File: src/sv/sceb_pkg.sv
// sceb_pkg: shared types and constants of the Scharr edge binarizer.
// Used by every module of the block; depends on nothing.
`default_nettype none

package sceb_pkg;

    localparam int PIX_W       = 8;
    localparam int DIM_W       = 11;
    localparam int CFG_DATA_W  = 11;
    localparam int CFG_INDEX_W = 2;
    localparam int FIFO_DEPTH  = 8;

    localparam logic [DIM_W-1:0] FRAME_WIDTH_RST  = 11'd640;
    localparam logic [DIM_W-1:0] FRAME_HEIGHT_RST = 11'd480;
    localparam logic [PIX_W-1:0] THRESHOLD_RST    = 8'd150;
    localparam logic [PIX_W-1:0] EDGE_ON          = 8'd255;
    localparam logic [PIX_W-1:0] EDGE_OFF         = 8'd0;

    typedef enum logic [CFG_INDEX_W-1:0] {
        CFG_FRAME_WIDTH  = 2'd0,
        CFG_FRAME_HEIGHT = 2'd1,
        CFG_THRESHOLD    = 2'd2,
        CFG_UNUSED       = 2'd3
    } cfg_index_t;

    typedef logic [PIX_W-1:0] pix_t;

    // win[row][col]: row 0 above the center, col 0 left of it
    typedef logic [2:0][2:0][PIX_W-1:0] win_t;

    typedef struct packed {
        pix_t       pix;
        logic       has_up1;
        logic       has_up2;
        logic       col_zero;
        logic       main_en;
        logic       tail_en;
        logic       eof;
        logic [1:0] nres;
    } stage_t;

    typedef struct packed {
        pix_t edge_value;
        logic eof;
        logic last;
    } res_t;

endpackage

`default_nettype wire

File: src/sv/sceb_out_fifo.sv
// sceb_out_fifo: result queue taking up to two words a cycle, giving one while out_ready is high.
// Depth from sceb_pkg::FIFO_DEPTH; uses sceb_pkg.
`default_nettype none

module sceb_out_fifo
    import sceb_pkg::*;
(
    input  wire logic                          clk,
    input  wire logic                          rst_n,
    input  wire logic                          push0_valid,
    input  wire res_t                          push0,
    input  wire logic                          push1_valid,
    input  wire res_t                          push1,
    output logic                               out_valid,
    input  wire logic                          out_ready,
    output res_t                               head,
    output logic [$clog2(FIFO_DEPTH):0]        count
);

    localparam int AW = $clog2(FIFO_DEPTH);

    res_t            mem_reg [FIFO_DEPTH];
    logic [AW-1:0]   wr_ptr_reg;
    logic [AW-1:0]   wr_ptr_next;
    logic [AW-1:0]   rd_ptr_reg;
    logic [AW-1:0]   rd_ptr_next;
    logic [AW:0]     count_reg;
    logic [AW:0]     count_next;
    logic            pop;
    logic [1:0]      npush;

    assign pop   = out_valid && out_ready;
    assign npush = {1'b0, push0_valid} + {1'b0, push1_valid};

    always_comb
    begin
        wr_ptr_next = wr_ptr_reg + AW'(npush);
        rd_ptr_next = pop ? rd_ptr_reg + AW'(1) : rd_ptr_reg;
        count_next  = count_reg + (AW+1)'(npush) - (AW+1)'(pop);
    end

    always_ff @(posedge clk or negedge rst_n)
    begin
        if (!rst_n)
        begin
            wr_ptr_reg <= '0;
            rd_ptr_reg <= '0;
            count_reg  <= '0;
        end
        else
        begin
            wr_ptr_reg <= wr_ptr_next;
            rd_ptr_reg <= rd_ptr_next;
            count_reg  <= count_next;
        end
    end

    always_ff @(posedge clk)
    begin
        if (push0_valid)
        begin
            mem_reg[wr_ptr_reg] <= push0;
        end
        if (push1_valid)
        begin
            mem_reg[wr_ptr_reg + AW'(1)] <= push1;
        end
    end

    assign out_valid = (count_reg != '0);
    assign head      = mem_reg[rd_ptr_reg];
    assign count     = count_reg;

    a_no_overflow: assert property (@(posedge clk) disable iff (!rst_n)
        (32'(count_reg) + 32'(npush)) <= FIFO_DEPTH)
        else $error("result queue overflow");

    a_push1_needs_push0: assert property (@(posedge clk) disable iff (!rst_n)
        push1_valid |-> push0_valid)
        else $error("second word pushed without first");

endmodule

`default_nettype wire

File: config.mk
export PLATFORM = sky130hd
export DESIGN_NAME = sceb_out_fifo
export DESIGN_NICKNAME = d
export VERILOG_FILES = /design/src/sv/sceb_pkg.sv /design/src/sv/sceb_out_fifo.sv
export SDC_FILE = /design/constraint.sdc
export NUM_CORES = 1
export LEC_CHECK = 0
export BUFFER_PORTS_ARGS = -buffer_cell sky130_fd_sc_hd__buf_4
export CAP_MARGIN = 20
export CORE_MARGIN = 4
export CORE_UTILIZATION = 30
export DETAILED_ROUTE_END_ITERATION = 12
export PLACE_DENSITY = 0.49
export SLEW_MARGIN = 20
export SYNTH_ARGS = -nofsm -noshare
export SYNTH_HDL_FRONTEND = slang
export SYNTH_SLANG_ARGS = --single-unit
File: constraint.sdc
create_clock -name clk -period 2.15 [get_ports clk]
set_input_delay 0.1075 -clock clk [delete_from_list [all_inputs] [get_ports clk]]
set_output_delay 0.1075 -clock clk [all_outputs]
set_load 0.02 [all_outputs]
==> metrics.log <==
INFO  metric critPathCapture = count[2]
INFO  metric p_int = 5.928 mW
INFO  metric drt-pass1-iter-count = 4
INFO  metric power_share_of_the_sequential_group = 0.328
INFO  metric worst_setup_hold_path_clk_slew = 0.06 ns
INFO  metric syn_to_final_growth = 25.86%
INFO  metric worst_ep_arrival_time = 2.32 ns
INFO  metric floorplan.die.width = 132.8 um
INFO  metric worst_ep_required_time = 2.38 ns
INFO  metric maxSlewHeadroom = 0.4971
INFO  metric placeableCoreArea = 15260 um2
INFO  metric fin_hold_ws = 0.05496 ns
INFO  metric post-dp-hpwl = 7559 um
INFO  metric netSwitchingFraction = 0.3412
INFO  metric run_status = completed
INFO  metric antenna_cells_inserted = 0
INFO  metric postLayoutSetupSlackWorst = 0.05368 ns
INFO  metric numPortBuffers = 39
INFO  metric p_leak = 2.104 nW
INFO  metric reg2reg_depth = 10
INFO  metric yosysWarnings = 0
INFO  metric hold_viol_final = 0
INFO  metric finalCritPeriodShare = 0.9750
INFO  metric floorplan.die.height = 132.8 um
INFO  metric synth_enable_flop_cells = 80
INFO  metric deepest_level_of_the_cts_h_tree = 3
INFO  metric synth_flop_cell = sky130_fd_sc_hd__edfxtp_1
INFO  metric critical_path.startpoint = count[2]
INFO  metric ys_ff_latch = 90
INFO  metric grt_setup_unrepaired = yes
INFO  metric postRouteWirelength = 11390 um
INFO  metric criticalPathCategory = reg -> reg
INFO  metric fin_total_pwr = 8.998 mW
INFO  metric grt_usage = 0.1345
INFO  metric ys_async_sr_fraction = 0.1111
INFO  metric ctsLongestPathBuffers = 2
INFO  metric drtIter0Drc = 161
INFO  metric grt_antenna_before_repair = 0
INFO  metric first_pass_grt_wire_length = 17320 um
INFO  metric setup_total_negative_slack = 0 ns
INFO  metric min_path_type = in -> reg
INFO  metric routedWlPerCell = 20.19 um
INFO  metric detailed_place.area = 5472 um2
INFO  metric layout_min_cycle_time = 2.096 ns
INFO  metric average_via_count_per_standard_cell = 4.645
INFO  metric clock_tree_root_driver_cell = sky130_fd_sc_hd__clkbuf_16
INFO  metric floorplan.die_area = 17640 um2
INFO  metric fmax = 477.0 MHz
INFO  metric grt_start_max_net_pins = 17
INFO  metric final_cell_mix = 91 x sky130_fd_sc_hd__mux2_2, 80 x sky130_fd_sc_hd__edfxtp_1, 69 x sky130_fd_sc_hd__buf_4, 20 x sky130_fd_sc_hd__mux4_2, 9 x sky130_fd_sc_hd__clkbuf_16
INFO  metric ir_drop = 535.5 uV
INFO  metric finalClockSkew = 0.007933 ns
INFO  metric route.detailed.drc = 0
INFO  metric fin_nets = 385
INFO  metric clock-sinks = 90
INFO  metric mappedNetlistNets = 309
INFO  metric worst-path-max-fanout = 2
INFO  metric yosysTopAreaCellShare = 0.5139
INFO  metric clk_latency = 0.34 ns
INFO  metric timing.reg2reg.setup_slack = 0.05 ns
INFO  metric switching_power = 3.070 mW
INFO  metric final-setup-viol-count = 0
INFO  metric mappedNetlistArea = 4674 um2
INFO  metric syn_avg_cell_area = 17.19 um2
INFO  metric synth_area_leaders = sky130_fd_sc_hd__edfxtp_1 51%, sky130_fd_sc_hd__mux2_2 22%, sky130_fd_sc_hd__mux4_2 9.6%, sky130_fd_sc_hd__dfrtp_1 5.4%, sky130_fd_sc_hd__ha_1 2.7%
INFO  metric seq_area_frac_synth = 0.5675
INFO  metric crit-reg2reg-launch = count[2]
INFO  metric cp-start-kind = flip-flop
INFO  metric number_of_global_route_vias_before_repair = 2761
INFO  metric r2r-end = count[2]
INFO  metric final_slew_viol_count = 0
INFO  metric placement_row_count = 45
INFO  metric number_of_buffers_created_by_cts = 9
INFO  metric clock_power_share = 0.205
INFO  metric worst_slew_pin_slew = 0.7544 ns
INFO  metric endpoint_kind = flip-flop
INFO  metric tritoncts = done
INFO  metric final_antenna_net_count = 0
INFO  metric gp_congestion = 0.7515
INFO  metric power_density = 1529 nW/um2
INFO  metric floorplan.io_pins = 40
INFO  metric ys_types = 31
INFO  metric place_worst_setup_slack = -0.006162 ns
INFO  metric post_route_cells_drive_above_1_share = 0.6346
INFO  metric num_vias = 2620
INFO  metric postLayoutCellArea = 5883 um2
INFO  metric initial_core_util = 0.3064
INFO  metric synthCells = 272
INFO  metric most_common_cell_after_layout_fill_and_taps_aside = sky130_fd_sc_hd__mux2_2
INFO  metric yosysTopAreaCell = sky130_fd_sc_hd__edfxtp_1
INFO  metric cap_violations = 0
INFO  metric number_of_flip_flops_in_the_largest_register = 80
INFO  metric gr-total-overflow = 0
INFO  metric power.combinational.fraction = 0.467
## per-layer routing
metal | up-vias | global-route usage | part of all wire
met2 | 53 | 0.2057 | 0.47
met5 | - | 0 | 0
met3 | 12 | 0.02319 | 0.034
met1 | 1324 | 0.1916 | 0.48
li1 | 1231 | - | -
met4 | 0 | 0.05023 | 0.017
## worst min-delay path by stage
stage / from / endpoint / slack, ns / cells past startpoint
after floorplan: rst_n / count[0] / -0.19 / 0
after global placement: rst_n / count[0] / -0.05 / 1
after detailed placement: rst_n / count[3] / -0.05 / 1
after CTS: out_ready / rd_ptr_reg[2] / 0.04 / 3
after global routing: out_ready / rd_ptr_reg[2] / 0.06 / 3
final: out_ready / rd_ptr_reg[2] / 0.05 / 3
## worst max-delay path, cell delays in order, from the launching register on
cell and delay [ns]:
sky130_fd_sc_hd__dfrtp_2 0.41, sky130_fd_sc_hd__inv_2 0.07, sky130_fd_sc_hd__ha_4 0.11, sky130_fd_sc_hd__or3b_4 0.37, sky130_fd_sc_hd__nand2_2 0.08, sky130_fd_sc_hd__inv_2 0.04
sky130_fd_sc_hd__ha_4 0.25, sky130_fd_sc_hd__inv_2 0.03, sky130_fd_sc_hd__ha_4 0.15, sky130_fd_sc_hd__fa_2 0.33, sky130_fd_sc_hd__xor2_1 0.14
## synthesized netlist by cell type, types with 2 or more instances
cell type,instances
sky130_fd_sc_hd__edfxtp_1,80
sky130_fd_sc_hd__xor2_1,3
sky130_fd_sc_hd__o22ai_1,4
sky130_fd_sc_hd__inv_1,10
sky130_fd_sc_hd__nand3_1,2
sky130_fd_sc_hd__dfrtp_1,10
sky130_fd_sc_hd__buf_6,3
sky130_fd_sc_hd__nand2b_1,3
sky130_fd_sc_hd__nor2_2,2
sky130_fd_sc_hd__nor3_2,2
sky130_fd_sc_hd__ha_1,10
sky130_fd_sc_hd__o21ai_0,2
sky130_fd_sc_hd__or2_2,2
sky130_fd_sc_hd__nor2_4,2
sky130_fd_sc_hd__nor3_1,2
sky130_fd_sc_hd__fa_1,2
sky130_fd_sc_hd__clkbuf_1,2
sky130_fd_sc_hd__nand2_1,5
sky130_fd_sc_hd__xnor2_1,2
sky130_fd_sc_hd__buf_2,4
sky130_fd_sc_hd__mux4_2,20
sky130_fd_sc_hd__mux2_2,91
## power by group through the flow
| stage | registers (mW) | clock network, mW | logic [mW] |
|---|---|---|---|
| 2_1_floorplan | 2.94 | 0 | 2.58 |
| 3_3_place_gp | 2.97 | 0 | 4.17 |
| 3_5_place_dp | 2.99 | 0 | 4.21 |
| 4_1_cts | 2.96 | 1.90 | 4.27 |
| 5_1_grt | 3.01 | 2.00 | 4.54 |
| 6_report | 2.95 | 1.85 | 4.20 |
## cell families (layout without fill, tap and decap cells)
family,after synthesis,in the layout,share of synthesized area
fa+ha+maj,12,12,0.03533
simple gates,24,24,0.03319
buf+inv,20,101,0.02195
xor+xnor,7,7,0.01633
flops,90,90,0.5675
compound gates,8,8,0.01017
mux,111,111,0.3156
## per-stage QoR
stage                       util  std cells
after global routing      0.3856        564
after global placement    0.3586        546
after CTS                 0.3848        564
final                     0.3856        564
after detailed placement  0.3586        546
after floorplan                -        272
## cell type report
cell class / instances / area [um2]
inverter: 10 / 37.54
multi-input combinational: 162 / 1968
fill: 1420 / 9375
timing repair buffer: 75 / 610.6
sequential: 90 / 2655
tap: 211 / 264.0
clock buffer: 9 / 225.2
clock inverter: 7 / 122.6
## repair_timing
| item | 4_1_cts | 5_1_grt |
|---|---|---|
| endpoints found under the setup margin | 2 | 8 |
| pin swaps | 4 | 3 |
| buffers inserted | 1 | 0 |
| gates resized for setup | 7 | 3 |
| hold endpoints to repair | 10 | 0 |
| hold buffers | 1 | 0 |
No activity file was read; power rests on OpenSTA's default activity.
